<file path="src/rtl/smp_pkg.sv">
// Shared constants, types and functions of the serial mouse port.
package smp_pkg;

  localparam int unsigned PACKET_BITS = 32;
  localparam int unsigned CUR_W = $clog2(PACKET_BITS + 1);
  localparam int unsigned PORTS = 2;
  localparam int unsigned PORT_W = $clog2(PORTS);
  localparam int unsigned CFG_AW = 3;

  localparam logic [1:0] MODE_SUBMIT = 2'd0;
  localparam logic [1:0] MODE_LATCH = 2'd1;
  localparam logic [1:0] MODE_READ = 2'd2;

  localparam logic [0:0] REG_PORT0 = 1'b0;
  localparam logic [0:0] REG_PORT1 = 1'b1;

  localparam logic [1:0] SPEED_SLOW = 2'd0;
  localparam logic [1:0] SPEED_MID = 2'd1;
  localparam logic [1:0] SPEED_FAST = 2'd2;

  localparam logic signed [31:0] AXIS_MAX = 32'sd127;
  localparam logic [7:0] LEFT_MASK = 8'h40;
  localparam logic [7:0] RIGHT_MASK = 8'h80;

  localparam logic [6:0] ACCEL_MID [8] = '{7'd0, 7'd1, 7'd2, 7'd3, 7'd8, 7'd10, 7'd12, 7'd21};
  localparam logic [6:0] ACCEL_FAST [8] = '{7'd0, 7'd1, 7'd4, 7'd9, 7'd12, 7'd20, 7'd24, 7'd28};

  typedef struct packed {
    logic signed [31:0]       pend_dx;
    logic signed [31:0]       pend_dy;
    logic                     sign_x;
    logic                     sign_y;
    logic [1:0]               speed;
    logic [1:0]               buttons;
    logic [PACKET_BITS-1:0]   packet;
    logic [CUR_W-1:0]         cursor;
  } row_t;

  typedef struct packed {
    logic                cap0;
    logic                cap;
    logic [1:0]          mode;
    logic [PORT_W-1:0]   port;
    logic [1:0]          buttons;
    logic signed [31:0]  dx;
    logic signed [31:0]  dy;
    logic                latched;
  } op_t;

  typedef struct packed {
    logic signed [31:0]  pend;
    logic                neg;
    logic [7:0]          byte_v;
  } axis_res_t;

  function automatic logic signed [31:0] sat_add(input logic signed [31:0] a,
                                                 input logic signed [31:0] b);
    logic [32:0] s;
    s = {a[31], a} + {b[31], b};
    if (s[32] != s[31]) begin
      sat_add = s[32] ? {1'b1, 31'b0} : {1'b0, {31{1'b1}}};
    end else begin
      sat_add = s[31:0];
    end
  endfunction

  function automatic logic [6:0] accel_map(input logic [1:0] spd, input logic [6:0] mag);
    logic [2:0] idx;
    idx = (mag < 7'd7) ? mag[2:0] : 3'd7;
    case (spd)
      SPEED_MID: accel_map = ACCEL_MID[idx];
      SPEED_FAST: accel_map = ACCEL_FAST[idx];
      default: accel_map = mag;
    endcase
  endfunction

  function automatic axis_res_t axis_step(input logic signed [31:0] pend, input logic neg,
                                          input logic [1:0] spd);
    logic signed [31:0] d;
    logic signed [31:0] dabs;
    logic [6:0] mag;
    axis_res_t r;
    if (pend < -AXIS_MAX) begin
      d = -AXIS_MAX;
    end else if (pend > AXIS_MAX) begin
      d = AXIS_MAX;
    end else begin
      d = pend;
    end
    r.pend = pend - d;
    r.neg = (d != 32'sd0) ? d[31] : neg;
    dabs = d[31] ? -d : d;
    mag = accel_map(spd, dabs[6:0]);
    r.byte_v = {r.neg, mag};
    axis_step = r;
  endfunction

endpackage

</file>
<file path="src/rtl/smp_ifs.sv">
// Request and result channel interfaces of the serial mouse port.
interface smp_in_if;
  logic                valid;
  logic                ready;
  logic [1:0]          mode;
  logic                port_sel;
  logic [1:0]          button_bits;
  logic signed [31:0]  delta_x;
  logic signed [31:0]  delta_y;
  logic                latch_level;

  modport source (output valid, mode, port_sel, button_bits, delta_x, delta_y, latch_level,
                  input ready);
  modport sink (input valid, mode, port_sel, button_bits, delta_x, delta_y, latch_level,
                output ready);
endinterface

interface smp_out_if;
  logic valid;
  logic ready;
  logic data_bit;

  modport source (output valid, data_bit, input ready);
  modport sink (input valid, data_bit, output ready);
endinterface

</file>
<file path="src/rtl/serial_mouse_port.sv">
// Serial mouse port top level: two port rows in a small state memory.
//
// Two controller ports, each with a mouse or nothing (APB registers at byte
// address 0 and 4, bit 0). A request is accepted every cycle unless output
// stalls or a capture is under way, and gives one result bit via the stage
// register and an output register. A latch request that makes the latch
// line fall captures a packet on both ports: it passes the read-modify-write
// stage once per port row, port 0 then port 1, holding off the next request.
// The per-port state lives in a two-row memory with a registered read; a row
// written back in the cycle it is read again is forwarded. Changing a port's
// device register clears that port's row at once (no clearing pass).
// Configuration must be written only while the block is idle (not enforced).
module serial_mouse_port (
  input  logic                         clk,
  input  logic                         rst_n,
  smp_in_if.sink                       in_if,
  smp_out_if.source                    out_if,
  input  logic                         cfg_psel,
  input  logic                         cfg_penable,
  input  logic                         cfg_pwrite,
  input  logic [smp_pkg::CFG_AW-1:0]   cfg_paddr,
  input  logic [31:0]                  cfg_pwdata,
  output logic [31:0]                  cfg_prdata,
  output logic                         cfg_pready
);

  localparam logic [smp_pkg::CUR_W-1:0] CUR_LIMIT = smp_pkg::CUR_W'(smp_pkg::PACKET_BITS);

  logic [smp_pkg::PORTS-1:0]   has_mouse_r;
  logic                        latch_r;
  logic                        s1_valid_r;
  logic                        s1_valid_nxt;
  smp_pkg::op_t                s1_r;
  smp_pkg::op_t                s1_nxt;
  smp_pkg::row_t               rd_r;
  smp_pkg::row_t               mem [smp_pkg::PORTS];
  logic [smp_pkg::PORTS-1:0]   vld_r;
  logic                        out_valid_r;
  logic                        out_valid_nxt;
  logic                        out_bit_r;

  logic                        advance;
  logic                        accept;
  logic                        falling;
  logic                        load_cap1;
  logic                        s1_load;
  logic [smp_pkg::PORT_W-1:0]  rd_addr;
  logic                        we;
  logic [smp_pkg::PORT_W-1:0]  wr_addr;
  smp_pkg::row_t               wr_row;
  logic                        res_bit;
  logic                        out_emit;
  smp_pkg::axis_res_t          ax;
  smp_pkg::axis_res_t          ay;
  logic [7:0]                  hdr;
  logic                        cfg_wr;
  logic                        cfg_hit;
  logic [0:0]                  cfg_idx;
  logic [4:0]                  bit_idx;

  assign cfg_pready = 1'b1;
  assign cfg_wr = cfg_psel && cfg_penable && cfg_pwrite && cfg_pready;
  assign cfg_hit = (cfg_paddr[1:0] == 2'b00);
  assign cfg_idx = cfg_paddr[2];
  assign cfg_prdata = cfg_hit ? {31'b0, has_mouse_r[cfg_idx]} : 32'b0;

  assign out_if.valid = out_valid_r;
  assign out_if.data_bit = out_bit_r;

  always_comb begin
    advance = !s1_valid_r || s1_r.cap0 || !out_valid_r || out_if.ready;
    in_if.ready = advance && !(s1_valid_r && s1_r.cap0);
    accept = in_if.valid && in_if.ready;
    falling = (in_if.mode == smp_pkg::MODE_LATCH) && latch_r && !in_if.latch_level;
    load_cap1 = s1_valid_r && s1_r.cap0;
    s1_load = load_cap1 || accept;
    if (load_cap1) begin
      s1_nxt = s1_r;
      s1_nxt.cap0 = 1'b0;
      s1_nxt.port = 1'b1;
    end else begin
      s1_nxt.cap0 = falling;
      s1_nxt.cap = falling;
      s1_nxt.mode = in_if.mode;
      s1_nxt.port = falling ? 1'b0 : in_if.port_sel;
      s1_nxt.buttons = in_if.button_bits;
      s1_nxt.dx = in_if.delta_x;
      s1_nxt.dy = in_if.delta_y;
      s1_nxt.latched = latch_r;
    end
    rd_addr = s1_nxt.port;
    s1_valid_nxt = advance ? s1_load : s1_valid_r;
    we = s1_valid_r && advance;
    wr_addr = s1_r.port;
    out_emit = s1_valid_r && advance && !s1_r.cap0;
    out_valid_nxt = out_emit || (out_valid_r && !out_if.ready);
  end

  always_comb begin
    wr_row = rd_r;
    res_bit = 1'b0;
    ax = smp_pkg::axis_step(rd_r.pend_dx, rd_r.sign_x, rd_r.speed);
    ay = smp_pkg::axis_step(rd_r.pend_dy, rd_r.sign_y, rd_r.speed);
    hdr = 8'h01 | {2'b00, rd_r.speed, 4'h0}
        | (rd_r.buttons[0] ? smp_pkg::LEFT_MASK : 8'h00)
        | (rd_r.buttons[1] ? smp_pkg::RIGHT_MASK : 8'h00);
    bit_idx = 5'(smp_pkg::PACKET_BITS - 1) - rd_r.cursor[4:0];
    if (s1_r.cap) begin
      wr_row.cursor = '0;
      if (has_mouse_r[s1_r.port]) begin
        wr_row.pend_dx = ax.pend;
        wr_row.sign_x = ax.neg;
        wr_row.pend_dy = ay.pend;
        wr_row.sign_y = ay.neg;
        wr_row.packet = {8'h00, hdr, ay.byte_v, ax.byte_v};
      end else begin
        wr_row.packet = '0;
      end
    end else begin
      case (s1_r.mode)
        smp_pkg::MODE_SUBMIT: begin
          wr_row.buttons = s1_r.buttons;
          wr_row.pend_dx = smp_pkg::sat_add(rd_r.pend_dx, s1_r.dx);
          wr_row.pend_dy = smp_pkg::sat_add(rd_r.pend_dy, s1_r.dy);
        end
        smp_pkg::MODE_READ: begin
          if (has_mouse_r[s1_r.port]) begin
            if (s1_r.latched) begin
              wr_row.speed = (rd_r.speed >= smp_pkg::SPEED_FAST) ? smp_pkg::SPEED_SLOW
                                                                 : rd_r.speed + 2'd1;
            end else if (rd_r.cursor >= CUR_LIMIT) begin
              res_bit = 1'b1;
            end else begin
              res_bit = rd_r.packet[bit_idx];
              wr_row.cursor = rd_r.cursor + smp_pkg::CUR_W'(1);
            end
          end
        end
        default: begin
        end
      endcase
    end
  end

  always_ff @(posedge clk) begin
    if (!rst_n) begin
      has_mouse_r <= '0;
      latch_r <= 1'b0;
      s1_valid_r <= 1'b0;
      vld_r <= '0;
      out_valid_r <= 1'b0;
    end else begin
      s1_valid_r <= s1_valid_nxt;
      out_valid_r <= out_valid_nxt;
      if (accept && in_if.mode == smp_pkg::MODE_LATCH) begin
        latch_r <= in_if.latch_level;
      end
      if (we) begin
        vld_r[wr_addr] <= 1'b1;
      end
      if (cfg_wr && cfg_hit) begin
        has_mouse_r[cfg_idx] <= cfg_pwdata[0];
        if (cfg_pwdata[0] != has_mouse_r[cfg_idx]) begin
          vld_r[cfg_idx] <= 1'b0;
        end
      end
    end
  end

  always_ff @(posedge clk) begin
    if (advance && s1_load) begin
      s1_r <= s1_nxt;
    end
    if (out_emit) begin
      out_bit_r <= res_bit;
    end
  end

  always_ff @(posedge clk) begin
    if (we) begin
      mem[wr_addr] <= wr_row;
    end
    if (advance && s1_load) begin
      if (we && wr_addr == rd_addr) begin
        rd_r <= wr_row;
      end else if (vld_r[rd_addr]) begin
        rd_r <= mem[rd_addr];
      end else begin
        rd_r <= '0;
      end
    end
  end

`ifndef ASSERT_OFF
  a_cap_pair: assert property (@(posedge clk) disable iff (!rst_n)
    s1_valid_r && s1_r.cap0 |=> s1_valid_r && s1_r.cap && !s1_r.cap0 && s1_r.port == 1'b1)
    else $error("capture of port 0 not followed by port 1");

  a_cap_block: assert property (@(posedge clk) disable iff (!rst_n)
    s1_valid_r && s1_r.cap0 |-> !in_if.ready)
    else $error("request taken during two-row capture");

  a_cursor_range: assert property (@(posedge clk) disable iff (!rst_n)
    we |-> wr_row.cursor <= CUR_LIMIT)
    else $error("bit cursor beyond packet");

  a_out_source: assert property (@(posedge clk) disable iff (!rst_n)
    $rose(out_valid_r) |-> $past(s1_valid_r) && !$past(s1_r.cap0))
    else $error("result without a finished request");
`endif

endmodule
</file>
<file path="src/flat_wrapper.sv">
// flat-port wrapper written by rule: the top's interface ports become plain ports
module serial_mouse_port_flat 
  (clk, rst_n, cfg_psel, cfg_penable, cfg_pwrite, cfg_paddr, cfg_pwdata, cfg_prdata, cfg_pready, in_if_valid, in_if_mode, in_if_port_sel, in_if_button_bits, in_if_delta_x, in_if_delta_y, in_if_latch_level, in_if_ready, out_if_valid, out_if_data_bit, out_if_ready);
  smp_in_if in_if_i ();
  smp_out_if out_if_i ();
  input  logic clk;
  input  logic rst_n;
  input  logic cfg_psel;
  input  logic cfg_penable;
  input  logic cfg_pwrite;
  input  logic [smp_pkg::CFG_AW-1:0] cfg_paddr;
  input  logic [31:0] cfg_pwdata;
  output logic [31:0] cfg_prdata;
  output logic cfg_pready;
  input wire logic [$bits(in_if_i.valid)-1:0] in_if_valid;
  input wire logic [$bits(in_if_i.mode)-1:0] in_if_mode;
  input wire logic [$bits(in_if_i.port_sel)-1:0] in_if_port_sel;
  input wire logic [$bits(in_if_i.button_bits)-1:0] in_if_button_bits;
  input wire logic [$bits(in_if_i.delta_x)-1:0] in_if_delta_x;
  input wire logic [$bits(in_if_i.delta_y)-1:0] in_if_delta_y;
  input wire logic [$bits(in_if_i.latch_level)-1:0] in_if_latch_level;
  output wire logic [$bits(in_if_i.ready)-1:0] in_if_ready;
  output wire logic [$bits(out_if_i.valid)-1:0] out_if_valid;
  output wire logic [$bits(out_if_i.data_bit)-1:0] out_if_data_bit;
  input wire logic [$bits(out_if_i.ready)-1:0] out_if_ready;
  assign in_if_i.valid = in_if_valid;
  assign in_if_i.mode = in_if_mode;
  assign in_if_i.port_sel = in_if_port_sel;
  assign in_if_i.button_bits = in_if_button_bits;
  assign in_if_i.delta_x = in_if_delta_x;
  assign in_if_i.delta_y = in_if_delta_y;
  assign in_if_i.latch_level = in_if_latch_level;
  assign in_if_ready = in_if_i.ready;
  assign out_if_valid = out_if_i.valid;
  assign out_if_data_bit = out_if_i.data_bit;
  assign out_if_i.ready = out_if_ready;
  serial_mouse_port u_core (.clk(clk), .rst_n(rst_n), .in_if(in_if_i), .out_if(out_if_i), .cfg_psel(cfg_psel), .cfg_penable(cfg_penable), .cfg_pwrite(cfg_pwrite), .cfg_paddr(cfg_paddr), .cfg_pwdata(cfg_pwdata), .cfg_prdata(cfg_prdata), .cfg_pready(cfg_pready));
endmodule
</file>
<file path="config.mk">
export PLATFORM = sky130hd
export DESIGN_NAME = serial_mouse_port_flat
export DESIGN_NICKNAME = d
export VERILOG_FILES = /design/src/rtl/smp_pkg.sv /design/src/rtl/smp_ifs.sv /design/src/rtl/serial_mouse_port.sv /design/src/flat_wrapper.sv
export SDC_FILE = /design/constraint.sdc
export NUM_CORES = 1
export LEC_CHECK = 0
export BUFFER_PORTS_ARGS = -buffer_cell sky130_fd_sc_hd__buf_2
export CAP_MARGIN = 10
export CELL_PAD_IN_SITES_DETAIL_PLACEMENT = 1
export CELL_PAD_IN_SITES_GLOBAL_PLACEMENT = 2
export CORE_ASPECT_RATIO = 0.9
export CORE_MARGIN = 2
export CORE_UTILIZATION = 35
export DETAILED_ROUTE_END_ITERATION = 16
export GPL_TIMING_DRIVEN = 1
export PLACE_DENSITY = 0.73
export SETUP_SLACK_MARGIN = 0.2
export SYNTH_ARGS = -nofsm -noshare
export SYNTH_HDL_FRONTEND = slang
export SYNTH_SLANG_ARGS = --single-unit
</file>
<file path="constraint.sdc">
create_clock -name clk -period 7.2 [get_ports clk]
set_input_delay 1.44 -clock clk [delete_from_list [all_inputs] [get_ports clk]]
set_output_delay 1.44 -clock clk [all_outputs]
set_load 0.01 [all_outputs]
</file>
==> metrics, run 1 <==
critical-path maximum fanout 8; Synth area leaders edfxtp_1 (46%), ha_1 (6.0%), mux2i_1 (4.7%); Post-synth ARST share 0; routability congestion estimate from global placement 0.882; # rows 94; die area 76,100 um2; hold_buf cts 0; drt first pass iters 5; H-tree lvl count 2; Layout Skew 0.0248 ns; period utilization 0.822; Pins Over Slew Limit 0; clk buf depth 3; number of diodes 0; synth unique cells 92; top_reg_cell synth edfxtp_1; cts bufs inserted 49; IO Count 148; maxcap violations 0; first-pass GRT wire length 134 mm; DRT antenna net count 0; crit path cell chain nor4_1, nand3_1, o21ai_1, nand3_1, inv_1, ha_1, nand2_1, or2_2, a311oi_1, o21ai_0, a311oi_1, nand4_1, o21ai_0, nand2_1, a21oi_1, o2bb2ai_1; Post-Syn Area 25,900 um2; top-count cell post-synth edfxtp_1; post-route cell area 28,900 um2; grt ovf 0; dpl hpwl 58.5 mm; Post-Syn Area per Cell 10.3 um2; routed vias 21,000; vias in the first global route 21,800; Die W 291 um; multi-input logic area 12,800 um2; HP Class flop to flop; die height 262 um; Total Routing Usage GR 0.227; final wirelength 87.3 mm; Slew headroom 0.237; FILL cells 8,123; register area share after synthesis 0.466; pwr dens 255 nW/um2; Seq cells post-synth 404; CP startpoint kind flop; crit end category flop; CP Buf/Inv Count 1; Non-Filler Instances 3,547; status finished, final reports clean; cell taking the most area after synthesis edfxtp_1; sum of negative setup slack 0 ns; CTS clock-pin slew for the worst setup and hold paths 0.06 ns; CP required 7.52 ns; worst skew pair latency 0.62 ns; Port Buffers 84; critical path arrival 6.24 ns; RSZ-0062 raised after global routing no; clock sink count 404; share of post-route cells with drive strength above 1 0.104; drt via density 5.91; initial antenna violation count 1; # nets final 2,787; post_cts resized 0; Post-synth EDFFs 397; initial core utilization 0.354; DRC viols 0; Avg WL per Cell 24.6 um; Cells after Synth 2,504; clock root buffer clkbuf_16; Synth Warn # 0; Peak Freq 0.169 GHz; 1st-iter DRT viols 1,272; CTS tree yes; Fin. Hold Viols 0; final setup fails 0; largest net degree at the start of global routing 109; Worst path slowest cell nor4_1; placed insts 3,458; Cell Area, Placed 27,300 um2; FF+latch area 12,100 um2; delay-heaviest family, CP simple AND/OR/NAND/NOR gates; kind of critical path flop to flop; CP max stage delay 0.65 ns; Max VDD drop 0.188 mV; Worst Max-Slew Pin Slew 1.14 ns; minimum clock period after layout 5.92 ns; core area 73,200 um2; P&R area growth vs syn 11.7%; leakage power 10.8 nW; list of most frequent post-synthesis cells edfxtp_1 (397), nand2_1 (201), a21oi_1 (188), o21ai_0 (157), nor2_1 (147); Final Util 0.395; Setup Buffers After CTS 0; share of the synthesized area in the top cell type 0.461
[final cells by class]
type                       instances  area share
inverter                         112      0.0146
clock inverter                    30      0.0103
multi-input combinational       1852       0.444
sequential                       404       0.418
clock buffer                      59      0.0445
timing repair buffer             130      0.0278
tap                              960      0.0416
[power by group]
| part | switching (mW) | internal [mW] | total [mW] |
|---|---|---|---|
| Combinational | 1.26 | 0.695 | 1.95 |
| Sequential | 0.136 | 2.80 | 2.94 |
| Clock | 1.04 | 1.45 | 2.49 |
[worst reg2reg max path, delay by kind of cell (launching register included)]
kind	cells	cell delay, ns
AND/OR/NAND/NOR	7	2.31
AO/OA/AOI/OAI	7	2.25
buffers and inverters	1	0.23
flip-flops	1	0.52
adder cells (fa/ha/maj)	1	0.32
[state kept, by name, indices dropped and copies added (netlist names)]
register and flops:
u_core.has_mouse_r 2, u_core.latch_r 1, u_core.mem 216, u_core.out_if.data_bit 1
u_core.out_if.valid 1, u_core.rd_r 108, u_core.s1_r 71, u_core.s1_valid_r 1
u_core.vld_r 2, u_core.wr_addr 1
[cells in the final DEF, fill, tap and decap left out, types with 12 or more instances in the layout]
master,n
nand4_1,40
a31oi_1,28
mux2i_1,120
a21o_1,67
and3_1,19
nor2b_1,29
xnor2_1,60
buf_4,43
o2bb2ai_1,74
or2_2,12
o21bai_1,21
a21boi_0,12
nor3_1,43
o21a_1,18
or3_1,18
a211oi_1,36
o22ai_1,27
a21oi_1,188
nand2b_1,14
o21ai_0,157
nand2_1,201
o211ai_1,25
ha_1,124
xor2_1,38
conb_1,32
nor2_1,141
nand3_1,60
clkbuf_16,50
inv_1,110
buf_2,84
nor4_1,20
and2_1,17
edfxtp_1,397
[kinds of logic (layout without fill, tap and decap cells)]
kind of cell | after synthesis | count (layout) | share of synthesized area
buffers and inverters | 278 | 331 | 0.0451
xor gates and xnor gates | 98 | 98 | 0.0332
muxes | 137 | 137 | 0.0581
adders and majority gates | 127 | 127 | 0.0619
DFF | 404 | 404 | 0.466
and+or+nand+nor | 646 | 646 | 0.120
other | 2 | 32 | 0.000290
AOI/OAI and AO/OA | 812 | 812 | 0.215
[through the flow]
step	hold slack, ns	setup slack (ns)	total power [mW]
after floorplan	0.430	0.215	4.28
after global placement	0.444	1.45	4.85
final	0.468	1.28	7.38
after CTS	0.471	1.41	7.44
after detailed placement	0.466	1.41	4.91
after global routing	0.492	0.793	7.73
[per-layer routing]
| layer | routed length, um | global-route usage |
|---|---|---|
| met3 | 4010 | 0.0282 |
| met5 | 0 | 0 |
| met4 | 2100 | 0.0652 |
| met1 | 40000 | 0.307 |
| met2 | 41200 | 0.384 |
[worst paths after layout]
path	from	slack (ns)	end	depth (start not counted)
max	u_core.rd_r[55]	1.28	u_core.mem[0][16]	16
min	u_core.latch_r	0.47	u_core.s1_r[0]	0
max reg2reg	u_core.rd_r[55]	1.28	u_core.mem[0][16]	16
min reg2reg	u_core.latch_r	0.47	u_core.s1_r[0]	0
Note: power is estimated with default switching activity, not from simulation.
==> inputs of run 2 (changes only) <==
- clock period: 7.2 -> 5.4 ns (I/O delays scaled with it)
==> metrics, run 2 (same netlist as run 1, synthesis figures left out) <==
status finished, final reports clean; IO Count 148; clk buf depth 3; CP required 5.76 ns; Total Power 9.85 mW; Cell Area, Placed 27,800 um2; sw frac 0.334; Port Buffers 84; clock sink count 404; P&R area growth vs syn 13.9%; Avg WL per Cell 24.4 um; critical path arrival 5.32 ns; Slew headroom 0.289; Worst Max-Slew Pin Slew 1.06 ns; hold_buf cts 0; most frequent cells in the layout edfxtp_1 (397), nand2_1 (201), a21oi_1 (188), o21ai_0 (156), nor2_1 (141); DRT antenna net count 0; max reg flops 216; pwr dens 335 nW/um2; initial core utilization 0.354; die area 76,100 um2; Worst R2R Path Depth 17; HP Class flop to flop; Pint 6.56 mW; CTS clock-pin slew for the worst setup and hold paths 0.06 ns; Layout Skew 0.0170 ns; final setup fails 0; 1st-iter DRT viols 1,473; drt via density 5.91; worst r2r src u_core.rd_r[104]; DRC viols 0; dpl hpwl 59.5 mm; H-tree lvl count 2; post-route cell area 29,500 um2; met3 routed WL 3.68 mm; drt first pass iters 5; sum of negative setup slack 0 ns; Pins Over Slew Limit 0; largest net degree at the start of global routing 91; worst hold margin 0.488 ns; Peak Freq 0.202 GHz; Max Used Layer met4; Die W 291 um; clock root buffer clkbuf_16; wl on met1 41.2 mm; Hold Path Sink u_core.s1_r[0]; # rows 94; Max VDD drop 0.239 mV; worst skew pair latency 0.62 ns; Switch Pwr 3.29 mW; most common cell after layout, fill and taps aside edfxtp_1; crit end category flop; critical-path maximum fanout 10; final wirelength 88.1 mm; Logic pwr share 0.279; flop-to-flop setup slack 0.44 ns; number of diodes 0; Worst R2R End u_core.rd_r[100]; RSZ-0062 raised after global routing no; sequential share of power 0.394; Met2 Wirelength 41.6 mm; CTS tree yes; CP startpoint kind flop; vias in the first global route 22,000; hold_sp u_core.latch_r; Total Routing Usage GR 0.228; cts bufs inserted 49; routed vias 21,300; maxcap violations 0; routability congestion estimate from global placement 0.916; die height 262 um; share of post-route cells with drive strength above 1 0.131; Fin. Hold Viols 0; grt ovf 0; Reg with most FFs u_core.mem; minimum clock period after layout 4.96 ns; first-pass GRT wire length 135 mm; # nets final 2,847; leakage power 11.1 nW; core area 73,200 um2; Largest regs u_core.mem x216, u_core.rd_r x108, u_core.s1_r x71; period utilization 0.918; kind of critical path flop to flop; initial antenna violation count 0; power share of the clock group 0.327; Worst Hold Depth 0
run 2: cell types whose count changed in the layout (fill, tap and decap cells not counted), moves of 3 or more:
| cell | before | now |
|---|---|---|
| nor4_1 | 20 | 17 |
| ha_1 | 124 | 121 |
| buf_4 | 43 | 96 |
| buf_12 | 3 | 10 |
| clkbuf_1 | 9 | 5 |
| clkinv_2 | 7 | 11 |
| clkinvlp_4 | 2 | 5 |
run 2: power groups by stage:
| stage | Clock (mW) | Sequential [mW] | Combinational [mW] |
|---|---|---|---|
| 3_5_place_dp | 0 | 3.95 | 2.69 |
| 5_1_grt | 3.41 | 3.91 | 3.01 |
| 3_3_place_gp | 0 | 3.94 | 2.63 |
| 2_1_floorplan | 0 | 3.89 | 1.82 |
| 4_1_cts | 3.30 | 3.89 | 2.71 |
| 6_report | 3.22 | 3.89 | 2.75 |
run 2: repair_timing:
item / CTS / global route
endpoints found under the setup margin: 6 / 52
setup buffers: 1 / 6
pin swaps: 1 / 8
gates resized for setup: 2 / 16
run 2: worst max-delay path by stage:
stage,end,depth (start not counted),start
3_3_place_gp,u_core.rd_r[106],16,u_core.rd_r[80]
3_5_place_dp,u_core.rd_r[106],16,u_core.rd_r[80]
5_1_grt,u_core.rd_r[100],17,u_core.rd_r[104]
4_1_cts,u_core.rd_r[106],16,u_core.rd_r[80]
2_1_floorplan,u_core.rd_r[0],4,out_if_ready
6_report,u_core.rd_r[100],17,u_core.rd_r[104]
run 2: final cells by class:
type | instances | area, um2
repair buffers | 190 | 1340
inverters | 112 | 420
flip-flops and latches | 404 | 12100
well taps | 960 | 1200
clock inverters | 33 | 272
fillers | 8125 | 43700
multi-input cells | 1852 | 12900
clock buffers | 54 | 1240
run 2: per-layer routing:
metal / track usage / vias up
met1: 0.313 / 10900
met3: 0.0236 / 110
met2: 0.389 / 503
met5: 0 / -
li1: - / 9803
met4: 0.0557 / 0
run 2: critical path: stages, from the launching register on:
cell,delay [ns]
edfxtp_1,0.55
nor4_4,0.37
nand4_1,0.22
or2_2,0.44
and2_1,0.27
a21boi_0,0.26
ha_2,0.30
inv_1,0.14
o31a_1,0.33
o31ai_2,0.11
a221oi_4,0.15
a2111oi_4,0.56
o311ai_2,0.14
buf_4,0.17
nand3_1,0.07
nor4bb_1,0.31
nand3_1,0.14
o2bb2ai_1,0.16
run 2: stage by stage:
stage | worst slack [ns] | instances | util
after floorplan | 0.270 | 2534 | -
after global placement | 0.166 | 3511 | 0.380
after detailed placement | 0.108 | 3511 | 0.380
after CTS | 0.226 | 3599 | 0.401
after global routing | 0.198 | 3605 | 0.403
final | 0.441 | 3605 | 0.403
==> inputs of run 3 (changes only) <==
- clock period: 5.4 -> 4.3 ns (I/O delays scaled with it)
==> metrics, run 3 (same netlist as run 1, synthesis figures left out) <==
DRC viols 0; largest net degree at the start of global routing 74; core area 73,200 um2; IO Count 148; CP required 4.68 ns; met3 usage 0.0321; H-tree lvl count 2; Reg with most FFs u_core.mem; die height 262 um; initial core utilization 0.354; FF+latch area 12,100 um2; HP Class primary input to flop; crit end category flop; grt ovf 0; Non-Filler Instances 3,969; maxcap violations 0; clk buf depth 3; share of post-route cells with drive strength above 1 0.319; drt first pass iters 7; FILL cells 7,834; period utilization 1.06; kind of critical path flop to flop; Max VDD drop 0.373 mV; leakage power 13.5 nW; initial antenna violation count 0; max reg flops 216; Die W 291 um; 1st-iter DRT viols 1,347; busiest layer in global routing met2; minimum clock period after layout 4.57 ns; GR met1 Demand/Resource 0.319; DRT antenna net count 0; Layout Skew 0.0176 ns; RSZ-0062 raised after global routing yes; # rows 94; failing checks negative setup slack; worst hold margin 0.401 ns; clock sink count 404; vias in the first global route 23,600; Port Buffers 84; status finished with violations; worst skew pair latency 0.63 ns; die area 76,100 um2; final setup fails 36; routability congestion estimate from global placement 0.929; dpl hpwl 64.0 mm; most frequent cells in the layout edfxtp_1 (397), buf_4 (383), nand2_1 (183), a21oi_1 (153), nor2_1 (129); # nets final 3,210; CP startpoint kind flop; cts bufs inserted 48; Total Routing Usage GR 0.240; CTS tree yes; critical path arrival 4.95 ns; most common cell after layout, fill and taps aside edfxtp_1; Slew headroom 0.208; Peak Freq 0.219 GHz; number of diodes 0; clock root buffer clkbuf_16; Fin. Hold Viols 0; post-layout worst setup margin -0.273 ns; critical-path maximum fanout 3; drt via density 5.72; first-pass GRT wire length 142 mm; multi-input logic area 14,800 um2; Largest regs u_core.mem x216, u_core.rd_r x108, u_core.s1_r x71; pwr dens 413 nW/um2; placed insts 3,757; pre-CTS setup slack -0.527 ns; Worst Max-Slew Pin Slew 1.19 ns; Pins Over Slew Limit 0; Final Util 0.473; final wirelength 94.8 mm; met2 usage 0.403; Avg WL per Cell 23.9 um; routed vias 22,700; P&R area growth vs syn 33.8%; CTS clock-pin slew for the worst setup and hold paths 0.07 ns
## run 3: changes by cell type in the layout (fill, tap and decap cells not counted), sizes merged
cell | previous run | this run
clkinvlp | 5 | 1
clkbuf | 54 | 55
buf | 190 | 553
clkinv | 22 | 19
inv | 115 | 117
bufinv | 3 | 8
## run 3: layout make-up
class	instances	area share
well taps	960	0.0347
repair buffers	554	0.129
multi-input cells	1852	0.427
inverters	112	0.0125
clock buffers	54	0.0360
flip-flops and latches	404	0.349
clock inverters	33	0.0119
## run 3: path summary, 6_finish.rpt
| path | from | endpoint | slack, ns | depth (start not counted) |
|---|---|---|---|---|
| min | in_if_delta_x[19] | u_core.s1_r[52] | 0.40 | 1 |
| max | u_core.rd_r[79] | u_core.mem[1][100] | -0.27 | 16 |
| max reg2reg | u_core.rd_r[79] | u_core.mem[1][100] | -0.27 | 16 |
| min reg2reg | u_core.latch_r | u_core.s1_r[0] | 0.49 | 0 |
## run 3: report_power, final
part           switching (mW)  internal (mW)  total (mW)  leakage [nW]
Sequential              0.168           4.68        4.85          3.89
Clock                    1.84           2.58        4.42         0.809
Combinational            2.78           2.23        5.02          8.81
## run 3: worst max-delay path, cell delays in order, from the launching register on
cell and delay, ns:
edfxtp_1 0.39, or4_4 0.56, or4_4 0.47, a31o_4 0.26, nand3_4 0.10, ha_4 0.15
inv_4 0.04, ha_4 0.15, or4_4 0.44, and2_4 0.19, a221oi_4 0.30, a2111oi_4 0.15
o311ai_2 0.33, a2111oi_2 0.12, nor4bb_1 0.34, nand3_1 0.17, buf_4 0.17
## run 3: stage by stage
stage | power, mW | area, um2 | TNS (ns)
after CTS | 13.7 | 32800 | -5.90
after detailed placement | 8.76 | 29800 | -21.99
after global routing | 14.9 | 34600 | -11.82
after global placement | 8.65 | 29800 | -18.70
after floorplan | 7.20 | 26200 | -3.75
final | 14.3 | 34600 | -3.57
## run 3: what timing repair did
item	CTS	global route
setup buffers	54	70
pin swaps	91	126
gates cloned	0	1
gates resized for setup	194	267
hold buffers	0	0
endpoints found under the setup margin	197	208
## run 3: per-layer routing
layer | vias up | part of all wire
li1 | 10500 | -
met1 | 11500 | 0.45
met2 | 511 | 0.48
met3 | 146 | 0.042
met4 | 0 | 0.031
met5 | - | 0
